File: config.mk
export PLATFORM = sky130hd
export DESIGN_NAME = length_prefixed_frame_parser
export DESIGN_NICKNAME = d
export VERILOG_FILES = /design/src/rtl/core/lpfp_pkg.sv /design/src/rtl/core/lpfp_core.sv /design/src/rtl/core/lpfp_fifo.sv /design/src/rtl/core/length_prefixed_frame_parser.sv
export VERILOG_INCLUDE_DIRS = /design/src /design/src/rtl/core
export SDC_FILE = /design/constraint.sdc
export NUM_CORES = 1
export LEC_CHECK = 0
export BUFFER_PORTS_ARGS = -buffer_cell sky130_fd_sc_hd__buf_2
export CAP_MARGIN = 40
export CORE_MARGIN = 4
export CORE_UTILIZATION = 65
export DETAILED_ROUTE_END_ITERATION = 10
export PLACE_DENSITY = 0.89
export SETUP_SLACK_MARGIN = 0.05
export SYNTH_ARGS = -nofsm -noshare
export SYNTH_HDL_FRONTEND = slang
export SYNTH_SLANG_ARGS = --single-unit
File: constraint.sdc
create_clock -name i_clk -period 13.3 [get_ports i_clk]
set_clock_uncertainty 0.1 [all_clocks]
set_input_delay 2.66 -clock i_clk [delete_from_list [all_inputs] [get_ports i_clk]]
set_output_delay 2.66 -clock i_clk [all_outputs]
set_load 0.02 [all_outputs]
File: src/rtl/core/assert_macros.svh
// Assertion macros shared by the parser modules.
`ifndef ASSERT_MACROS_SVH
`define ASSERT_MACROS_SVH

// The condition holds at every clock edge outside reset.
`define ASSERT_ALWAYS(label, clk, rst_n, cond, msg) \
    label: assert property (@(posedge clk) disable iff (!rst_n) (cond)) \
        else $error(msg);

// The antecedent implies the consequent in the same cycle.
`define ASSERT_IMPLIES(label, clk, rst_n, ante, cons, msg) \
    label: assert property (@(posedge clk) disable iff (!rst_n) (ante) |-> (cons)) \
        else $error(msg);

// The antecedent implies the consequent in the next cycle.
`define ASSERT_NEXT(label, clk, rst_n, ante, cons, msg) \
    label: assert property (@(posedge clk) disable iff (!rst_n) (ante) |=> (cons)) \
        else $error(msg);

`endif

File: src/rtl/core/lpfp_pkg.sv
// Shared types and constants of the length-prefixed frame parser.
package lpfp_pkg;

    localparam logic [1:0] EV_BEGIN = 2'd0;
    localparam logic [1:0] EV_BODY  = 2'd1;
    localparam logic [1:0] EV_END   = 2'd2;

    localparam int FIFO_DEPTH = 4;
    localparam int FIFO_AW    = $clog2(FIFO_DEPTH);

    typedef struct packed {
        logic [1:0]  event_kind;
        logic [7:0]  body_byte;
        logic        last_of_run;
        logic [7:0]  msg_version;
        logic [7:0]  msg_type;
        logic [7:0]  msg_flags;
        logic [31:0] msg_corr_id;
        logic [31:0] body_length;
    } t_result;

    typedef struct packed {
        logic [1:0] count;
        t_result    res0;
        t_result    res1;
    } t_push;

endpackage

File: src/rtl/core/lpfp_core.sv
// Input register and per-byte header and body state update of the parser.
`include "assert_macros.svh"

module lpfp_core #(
    parameter int VERSION_BYTES = 1,
    parameter int TYPE_BYTES    = 1,
    parameter int FLAGS_BYTES   = 1,
    parameter int CORR_BYTES    = 4,
    parameter int LEN_BYTES     = 4
) (
    input  logic            i_clk,
    input  logic            i_rst_n,
    input  logic            i_in_valid,
    output logic            o_in_ready,
    input  logic [7:0]      i_in_byte,
    input  logic            i_space_ok,
    output lpfp_pkg::t_push o_push
);
    import lpfp_pkg::*;

    localparam logic [2:0] PH_IDLE    = 3'd0;
    localparam logic [2:0] PH_VERSION = 3'd1;
    localparam logic [2:0] PH_TYPE    = 3'd2;
    localparam logic [2:0] PH_FLAGS   = 3'd3;
    localparam logic [2:0] PH_CORR    = 3'd4;
    localparam logic [2:0] PH_LEN     = 3'd5;
    localparam logic [2:0] PH_BODY    = 3'd6;

    localparam logic [3:0] VB = 4'(VERSION_BYTES);
    localparam logic [3:0] TB = 4'(TYPE_BYTES);
    localparam logic [3:0] FB = 4'(FLAGS_BYTES);
    localparam logic [3:0] CB = 4'(CORR_BYTES);
    localparam logic [3:0] LB = 4'(LEN_BYTES);

    logic        r_in_valid;
    logic [7:0]  r_in_byte;
    logic [2:0]  r_phase, n_phase;
    logic [2:0]  r_idx, n_idx;
    logic [7:0]  r_ver, n_ver;
    logic [7:0]  r_typ, n_typ;
    logic [7:0]  r_flg, n_flg;
    logic [31:0] r_cor, n_cor;
    logic [31:0] r_len, n_len;
    logic [31:0] r_cnt, n_cnt;
    logic        fire;
    logic [2:0]  hdr_phase;
    logic [2:0]  hdr_idx;
    logic [3:0]  fld_bytes;
    logic        fld_last;
    t_push       push;

    function automatic logic [7:0] merge8(logic [7:0] cur, logic [7:0] b, logic [2:0] idx);
        return (idx == 3'd0) ? (cur | b) : cur;
    endfunction

    function automatic logic [31:0] merge32(logic [31:0] cur, logic [7:0] b, logic [2:0] idx);
        return idx[2] ? cur : (cur | (32'(b) << {idx[1:0], 3'b000}));
    endfunction

    function automatic t_result mk(logic [1:0] kind, logic [7:0] data, logic last,
                                   logic [7:0] ver, logic [7:0] typ, logic [7:0] flg,
                                   logic [31:0] cor, logic [31:0] len);
        t_result r;
        r.event_kind     = kind;
        r.body_byte      = data;
        r.last_of_run    = last;
        r.msg_version    = ver;
        r.msg_type       = typ;
        r.msg_flags      = flg;
        r.msg_corr_id    = cor;
        r.body_length    = len;
        return r;
    endfunction

    assign fire       = r_in_valid && i_space_ok;
    assign o_in_ready = !r_in_valid || fire;
    assign o_push     = push;

    assign hdr_phase = (r_phase == PH_IDLE) ? PH_VERSION : r_phase;
    assign hdr_idx   = (r_phase == PH_IDLE) ? 3'd0 : r_idx;

    always_comb begin
        case (hdr_phase)
            PH_VERSION: fld_bytes = VB;
            PH_TYPE:    fld_bytes = TB;
            PH_FLAGS:   fld_bytes = FB;
            PH_CORR:    fld_bytes = CB;
            default:    fld_bytes = LB;
        endcase
        fld_last = ({1'b0, hdr_idx} + 4'd1) >= fld_bytes;
    end

    always_comb begin
        n_phase = r_phase;
        n_idx   = r_idx;
        n_ver   = r_ver;
        n_typ   = r_typ;
        n_flg   = r_flg;
        n_cor   = r_cor;
        n_len   = r_len;
        n_cnt   = r_cnt;
        push    = '0;
        if (r_phase == PH_IDLE) begin
            n_ver   = '0;
            n_typ   = '0;
            n_flg   = '0;
            n_cor   = '0;
            n_len   = '0;
            n_cnt   = '0;
            n_idx   = '0;
            n_phase = PH_VERSION;
            push.res0  = mk(EV_BEGIN, 8'd0, 1'b1, 8'd0, 8'd0, 8'd0, 32'd0, 32'd0);
            push.count = 2'd1;
        end
        if (n_phase inside {[PH_VERSION:PH_LEN]}) begin
            case (n_phase)
                PH_VERSION: n_ver = merge8(n_ver, r_in_byte, n_idx);
                PH_TYPE:    n_typ = merge8(n_typ, r_in_byte, n_idx);
                PH_FLAGS:   n_flg = merge8(n_flg, r_in_byte, n_idx);
                PH_CORR:    n_cor = merge32(n_cor, r_in_byte, n_idx);
                default:    n_len = merge32(n_len, r_in_byte, n_idx);
            endcase
            if (fld_last) begin
                n_idx = '0;
                if (n_phase == PH_LEN) begin
                    n_phase = PH_BODY;
                    if (n_len == 32'd0) begin
                        n_phase    = PH_IDLE;
                        push.res0  = mk(EV_END, 8'd0, 1'b1, n_ver, n_typ, n_flg, n_cor, n_len);
                        push.count = 2'd1;
                    end
                end else begin
                    n_phase = n_phase + 3'd1;
                end
            end else begin
                n_idx = n_idx + 3'd1;
            end
        end else if (n_phase == PH_BODY) begin
            n_cnt = r_cnt + 32'd1;
            if (n_cnt >= r_len) begin
                n_phase    = PH_IDLE;
                push.res0  = mk(EV_BODY, r_in_byte, 1'b0, r_ver, r_typ, r_flg, r_cor, r_len);
                push.res1  = mk(EV_END, 8'd0, 1'b1, r_ver, r_typ, r_flg, r_cor, r_len);
                push.count = 2'd2;
            end else begin
                push.res0  = mk(EV_BODY, r_in_byte, 1'b1, r_ver, r_typ, r_flg, r_cor, r_len);
                push.count = 2'd1;
            end
        end else begin
            n_phase = PH_IDLE;
            n_idx   = '0;
        end
        if (!fire) begin
            push.count = 2'd0;
        end
    end

    always_ff @(posedge i_clk) begin
        if (!i_rst_n) begin
            r_in_valid <= 1'b0;
            r_phase    <= PH_IDLE;
            r_idx      <= '0;
            r_ver      <= '0;
            r_typ      <= '0;
            r_flg      <= '0;
            r_cor      <= '0;
            r_len      <= '0;
            r_cnt      <= '0;
        end else begin
            if (o_in_ready) begin
                r_in_valid <= i_in_valid;
            end
            if (fire) begin
                r_phase <= n_phase;
                r_idx   <= n_idx;
                r_ver   <= n_ver;
                r_typ   <= n_typ;
                r_flg   <= n_flg;
                r_cor   <= n_cor;
                r_len   <= n_len;
                r_cnt   <= n_cnt;
            end
        end
    end

    always_ff @(posedge i_clk) begin
        if (o_in_ready && i_in_valid) begin
            r_in_byte <= i_in_byte;
        end
    end

    `ASSERT_IMPLIES(a_begin_single, i_clk, i_rst_n, fire && (r_phase == PH_IDLE), push.count == 2'd1 && push.res0.event_kind == EV_BEGIN, "Begin byte must give exactly one result.")
    `ASSERT_NEXT(a_end_to_idle, i_clk, i_rst_n, fire && (push.count == 2'd2), r_phase == PH_IDLE, "Message end must return to idle.")
    `ASSERT_IMPLIES(a_push_needs_fire, i_clk, i_rst_n, push.count != 2'd0, fire && i_space_ok, "Results pushed without a transaction in process.")

endmodule

File: src/rtl/core/lpfp_fifo.sv
// Result queue that takes up to two results per cycle and releases one while the reader is ready.
`include "assert_macros.svh"

module lpfp_fifo (
    input  logic              i_clk,
    input  logic              i_rst_n,
    input  lpfp_pkg::t_push   i_push,
    output logic              o_space_ok,
    output logic              o_valid,
    input  logic              i_ready,
    output lpfp_pkg::t_result o_result
);
    import lpfp_pkg::*;

    localparam logic [FIFO_AW:0] DEPTH = (FIFO_AW + 1)'(FIFO_DEPTH);

    t_result             r_mem [FIFO_DEPTH];
    logic [FIFO_AW-1:0]  r_wr_ptr;
    logic [FIFO_AW-1:0]  r_rd_ptr;
    logic [FIFO_AW:0]    r_count, n_count;
    logic                pop;

    assign o_valid    = r_count != '0;
    assign o_result   = r_mem[r_rd_ptr];
    assign pop        = o_valid && i_ready;
    assign o_space_ok = r_count <= (DEPTH - 2);
    assign n_count    = r_count + (FIFO_AW + 1)'(i_push.count) - (FIFO_AW + 1)'(pop);

    always_ff @(posedge i_clk) begin
        if (!i_rst_n) begin
            r_wr_ptr <= '0;
            r_rd_ptr <= '0;
            r_count  <= '0;
        end else begin
            r_wr_ptr <= r_wr_ptr + FIFO_AW'(i_push.count);
            r_rd_ptr <= r_rd_ptr + FIFO_AW'(pop);
            r_count  <= n_count;
        end
    end

    always_ff @(posedge i_clk) begin
        if (i_push.count != 2'd0) begin
            r_mem[r_wr_ptr] <= i_push.res0;
        end
        if (i_push.count == 2'd2) begin
            r_mem[r_wr_ptr + FIFO_AW'(1)] <= i_push.res1;
        end
    end

    `ASSERT_ALWAYS(a_count_bound, i_clk, i_rst_n, r_count <= DEPTH, "Result queue count exceeds its depth.")
    `ASSERT_IMPLIES(a_push_room, i_clk, i_rst_n, i_push.count != 2'd0, r_count <= (DEPTH - 2), "Results pushed into a full queue.")
    `ASSERT_NEXT(a_count_track, i_clk, i_rst_n, pop && (i_push.count == 2'd0), r_count == $past(r_count) - 1'b1, "Queue count did not drop on a pop.")

endmodule

File: src/rtl/core/length_prefixed_frame_parser.sv
// Top level of the length-prefixed frame parser.
// An accepted byte waits in the input register until the result queue has room; its results are then
// written into the queue. Throughput: one byte per cycle while the queue has room; a header byte gives
// at most one result, a byte ending a body two; the single-read queue drains one per cycle when ready.
// Reset: synchronous, active low; the parser returns to idle and the queue empties.
module length_prefixed_frame_parser #(
    parameter int VERSION_BYTES = 1,
    parameter int TYPE_BYTES    = 1,
    parameter int FLAGS_BYTES   = 1,
    parameter int CORR_BYTES    = 4,
    parameter int LEN_BYTES     = 4
) (
    input  logic        i_clk,
    input  logic        i_rst_n,
    input  logic        i_in_valid,
    output logic        o_in_ready,
    input  logic [7:0]  i_in_byte,
    output logic        o_out_valid,
    input  logic        i_out_ready,
    output logic [1:0]  o_event_kind,
    output logic [7:0]  o_body_byte,
    output logic        o_last_of_run,
    output logic [7:0]  o_msg_version,
    output logic [7:0]  o_msg_type,
    output logic [7:0]  o_msg_flags,
    output logic [31:0] o_msg_corr_id,
    output logic [31:0] o_body_length
);
    import lpfp_pkg::*;

    t_push   push;
    t_result result;
    logic    space_ok;

    lpfp_core #(
        .VERSION_BYTES(VERSION_BYTES),
        .TYPE_BYTES   (TYPE_BYTES),
        .FLAGS_BYTES  (FLAGS_BYTES),
        .CORR_BYTES   (CORR_BYTES),
        .LEN_BYTES    (LEN_BYTES)
    ) u_core (
        .i_clk      (i_clk),
        .i_rst_n    (i_rst_n),
        .i_in_valid (i_in_valid),
        .o_in_ready (o_in_ready),
        .i_in_byte  (i_in_byte),
        .i_space_ok (space_ok),
        .o_push     (push)
    );

    lpfp_fifo u_fifo (
        .i_clk      (i_clk),
        .i_rst_n    (i_rst_n),
        .i_push     (push),
        .o_space_ok (space_ok),
        .o_valid    (o_out_valid),
        .i_ready    (i_out_ready),
        .o_result   (result)
    );

    assign o_event_kind     = result.event_kind;
    assign o_body_byte      = result.body_byte;
    assign o_last_of_run    = result.last_of_run;
    assign o_msg_version    = result.msg_version;
    assign o_msg_type       = result.msg_type;
    assign o_msg_flags      = result.msg_flags;
    assign o_msg_corr_id    = result.msg_corr_id;
    assign o_body_length    = result.body_length;

endmodule
==> metrics.md <==
| Metric | Value |
|---|---|
| Outcome | `finished clean` |
| RSZ-0062 raised after global routing | `false` |
| Die X | `205 um` |
| Register area | `0.0145 sq mm` |
| FF-to-FF End | `u_fifo.r_mem[1][72]` |
| Clock buffers created by TritonCTS | `roughly 50` |
| Max cap viols | `0` |
| Hold endpoint | `u_fifo.r_mem[0][97]` |
| Seq pwr share | `0.435` |
| FF-to-FF Start | `u_core.r_cnt[10]` |
| Worst Path Arrival | `around 7000 ps` |
| Syn. warnings | `0` |
| Setup Viol. Count Final | `0` |
| Ys flop type | `edfxtp_1` |
| Critical-path maximum fanout | `42` |
| Final Max Tran Viols | `0` |
| Synth cell types | `73` |
| Full die area | `between 0.04 and 0.05 sq mm` |
| Inserted Diodes | `0` |
| Vias in the first global route | `approximately 18000` |
| First-pass GRT wire length | `around 110000 um` |
| R2R Setup Slk | `~6500 ps` |
| Sw frac | `0.302` |
| Clk sinks | `approximately 540` |
| EDFF count, synth | `368` |
| Syn Area/Cell | `approximately 12 sq um` |
| Cell internal pwr | `slightly above 3 mW` |
| Die height | `between 200 and 250 um` |
| Post-cts sizing count | `0` |
| Post-route cell area | `about 0.028 sq mm` |
| Combinational share of power | `0.230` |
| Final ANT Viol Nets | `0` |
| CTS tree | `yes` |
| Synth Cell Area | `about 0.025 sq mm` |
| H-tree depth | `2` |
| Worst slew margin | `0.363` |
| Crit end category | `flip-flop` |
| # IOs | `113` |
| Net Switching | `~1.3 mW` |
| Clock power frac | `0.335` |
| Root Buffer | `clkbuf_16` |
| Syn nets | `2113` |
| Hold Path Cell Cnt | `1` |
| Critical path type | `reg -> reg` |
| Yosys top cell area share | `0.438` |
| FILL cells | `2305` |
| Initial DRC count | `2608` |
| VDD IR-drop max | `about 130 uV` |
| Post-CTS setup buffer count | `0` |
| Asr flop ratio synth | `0` |
| HPWL Detailed | `around 44000 um` |
| Core area | `about 0.038 sq mm` |
| Layout cell share with drive strength beyond 1 | `0.170` |
| Clock tree buffer depth | `3` |
| #FFs+latches synth | `538` |
| LEAKAGE | `9.62 nW` |
| Row cnt | `71` |
| Synth top area cells | `edfxtp_1, dfxtp_1, mux4_2, o2bb2ai_1, nor2_1` |
| Clk slew on worst S/H paths | `approximately 60 ps` |
| R2r worst-path depth | `19` |
| Required @ worst endpoint | `about 14000 ps` |
| Drt total wl | `roughly 70000 um` |
| P&R area growth vs syn | `10.8%` |
| IO buf count | `between 100 and 150` |
| Grt total ovfl | `0` |
| Setup Total Neg Slack | `0 ps` |
| Layout net count | `around 2200` |
| Total GRT Usage | `0.330` |
| Largest net degree at the start of global routing | `79` |
| Antenna violations before repair | `2` |
| Vias per cell | `6.85` |
| Cell taking the most area after synthesis | `edfxtp_1` |
| Drt pass-1 iters | `6` |
| Worst skew pair latency | `around 600 ps` |
| Cts hold-fix bufs | `0` |
| Tot Pwr | `between 4 and 5 mW` |
| Multi-input gate area | `0.00998 sq mm` |
| Fin crit share | `0.510` |
| Hold WC Path Type | `reg -> reg` |
| Highest Clock Rate | `between 0.1 and 0.15 GHz` |
| Final hold vios | `0` |
| Final min period | `around 6800 ps` |
| PwrDens | `160 mW/mm^2` |
| Starting Density | `0.665` |
| Synth Instances | `2053` |
| Startpoint types | `flip-flop` |
| Sequential area share after synthesis | `0.573` |
| Hold Path Origin | `u_fifo.r_mem[0][97]` |
| Routability Congestion | `just under 1` |
| Pin slew with the least headroom to its limit | `approximately 960 ps` |
| Detailed-route via count | `between 15000 and 20000` |
| Number of remaining DRC errors | `0` |
| Dpl cell area | `approximately 0.026 sq mm` |
| Wirelength per Cell | `26.1 um` |
[power groups by stage]
stage	Clock (mW)	Combinational [mW]	Sequential, mW
global route	1.57	1.08	1.95
finish	1.50	1.03	1.94
floorplan	0	0.715	1.93
global placement	0	0.982	1.97
CTS	1.50	1.02	1.94
detailed placement	0	1.02	1.97
[cell families after synthesis]
family,Yosys count,synth area share
DFF,538,0.573
adders and majority gates,48,0.0241
and+or+nand+nor,711,0.140
xor gates and xnor gates,37,0.0129
AOI/OAI and AO/OA,399,0.118
muxes,124,0.0985
buffers and inverters,196,0.0339
[layer usage]
layer	GRT usage	up-vias	wire length, um
met2	0.545	1362	33600
met5	0	-	28
li1	-	7753	-
met1	0.430	8884	25000
met4	0.139	4	3430
met3	0.0670	282	7400
[synth_stat cells, types with 12 or more instances]
library cell and number:
a21oi_1 44, a22oi_1 66, a31oi_1 12, and2_1 125, and3_1 17, buf_1 13, buf_2 27, buf_4 15
clkbuf_1 82, dfxtp_1 170, edfxtp_1 368, ha_1 47, inv_1 54, mux2i_1 24, mux4_2 99, nand2_1 149
nand3_1 27, nand4_1 12, nor2_1 229, nor2b_1 81, nor3_1 17, o21a_1 35, o21ai_0 49, o2bb2ai_1 117
xnor2_1 21, xor2_1 16
[worst max-delay path: stages, from the launching register on]
cell,delay [ps]
dfxtp_1,460
and4_1,280
nand4_1,180
nor3_1,470
and3_1,330
and3_1,290
and3_1,240
xor2_1,190
ha_1,280
a211oi_1,190
o21ai_0,110
o211ai_1,100
a21oi_1,90
nor3_1,580
a21o_1,490
o21a_1,180
buf_4,450
clkinv_2,660
buf_4,500
buf_12,250
[cells in the final DEF, fill, tap and decap left out, types with 6 or more instances in the layout]
cell type  count
nor2_1       228
ha_1          47
a22oi_1       66
nand2b_1       7
inv_1         50
buf_2        113
o22ai_1        6
nor4_1         9
xor2_1        16
nand2_1      148
clkinv_1       6
dfxtp_1      168
xnor2_1       21
o211ai_1       7
clkbuf_1      15
mux2i_1       24
a21o_1        11
a31oi_1       12
a211oi_1       8
and3b_1        7
o2bb2ai_1    117
clkbuf_8       6
nor3_1        16
nor2b_1       81
mux4_2        99
nand4_1       12
o21a_1        35
nand3_1       27
and2_1       125
o21ai_0       49
nand2_2        6
clkbuf_16     53
edfxtp_1     368
and3_1        17
buf_4         30
a21oi_1       41
a32o_1         8
[final cells by class]
type | count | share of cell area
flip-flops and latches | 538 | 0.518
inverters | 55 | 0.00771
clock inverters | 22 | 0.00918
repair buffers | 149 | 0.0327
clock buffers | 74 | 0.0525
multi-input cells | 1319 | 0.357
well taps | 511 | 0.0229
[state kept, by name, indices dropped and copies added, names as in the netlist]
register	cells
u_core.r_in_valid	1
u_core.r_phase	3
u_core.r_ver	8
u_core.r_typ	8
u_fifo.r_mem	396
u_fifo.r_rd_ptr	2
u_core.r_len	32
u_core.r_in_byte	8
u_core.r_cor	32
u_core.r_cnt	32
u_fifo.r_count	3
u_core.r_idx	3
u_core.r_flg	8
u_fifo.r_wr_ptr	2
[stage by stage]
| step | instances | utilization | setup slack, ps | hold slack (ps) |
|---|---|---|---|---|
| 2_1_floorplan | 2053 | - | 6880 | 322 |
| 4_1_cts | 2666 | 0.736 | 6620 | 360 |
| 6_report | 2668 | 0.736 | 6520 | 364 |
| 3_3_place_gp | 2562 | 0.687 | 6850 | 328 |
| 5_1_grt | 2668 | 0.736 | 6130 | 396 |
| 3_5_place_dp | 2570 | 0.690 | 6680 | 345 |
[how the worst max path moves through the flow]
| stage | from | to | slack, ps | cells after the start |
|---|---|---|---|---|
| 3_5_place_dp | u_core.r_cnt[2] | u_fifo.r_mem[1][72] | 6680 | 19 |
| 4_1_cts | u_core.r_cnt[10] | u_fifo.r_mem[1][72] | 6620 | 19 |
| 3_3_place_gp | u_core.r_cnt[0] | u_fifo.r_mem[1][85] | 6850 | 18 |
| 5_1_grt | u_core.r_cnt[10] | u_fifo.r_mem[1][78] | 6130 | 19 |
| 2_1_floorplan | u_core.r_cnt[10] | u_fifo.r_mem[3][0] | 6880 | 17 |
| 6_report | u_core.r_cnt[10] | u_fifo.r_mem[1][72] | 6520 | 19 |
Power figures use the tool's default switching activity.
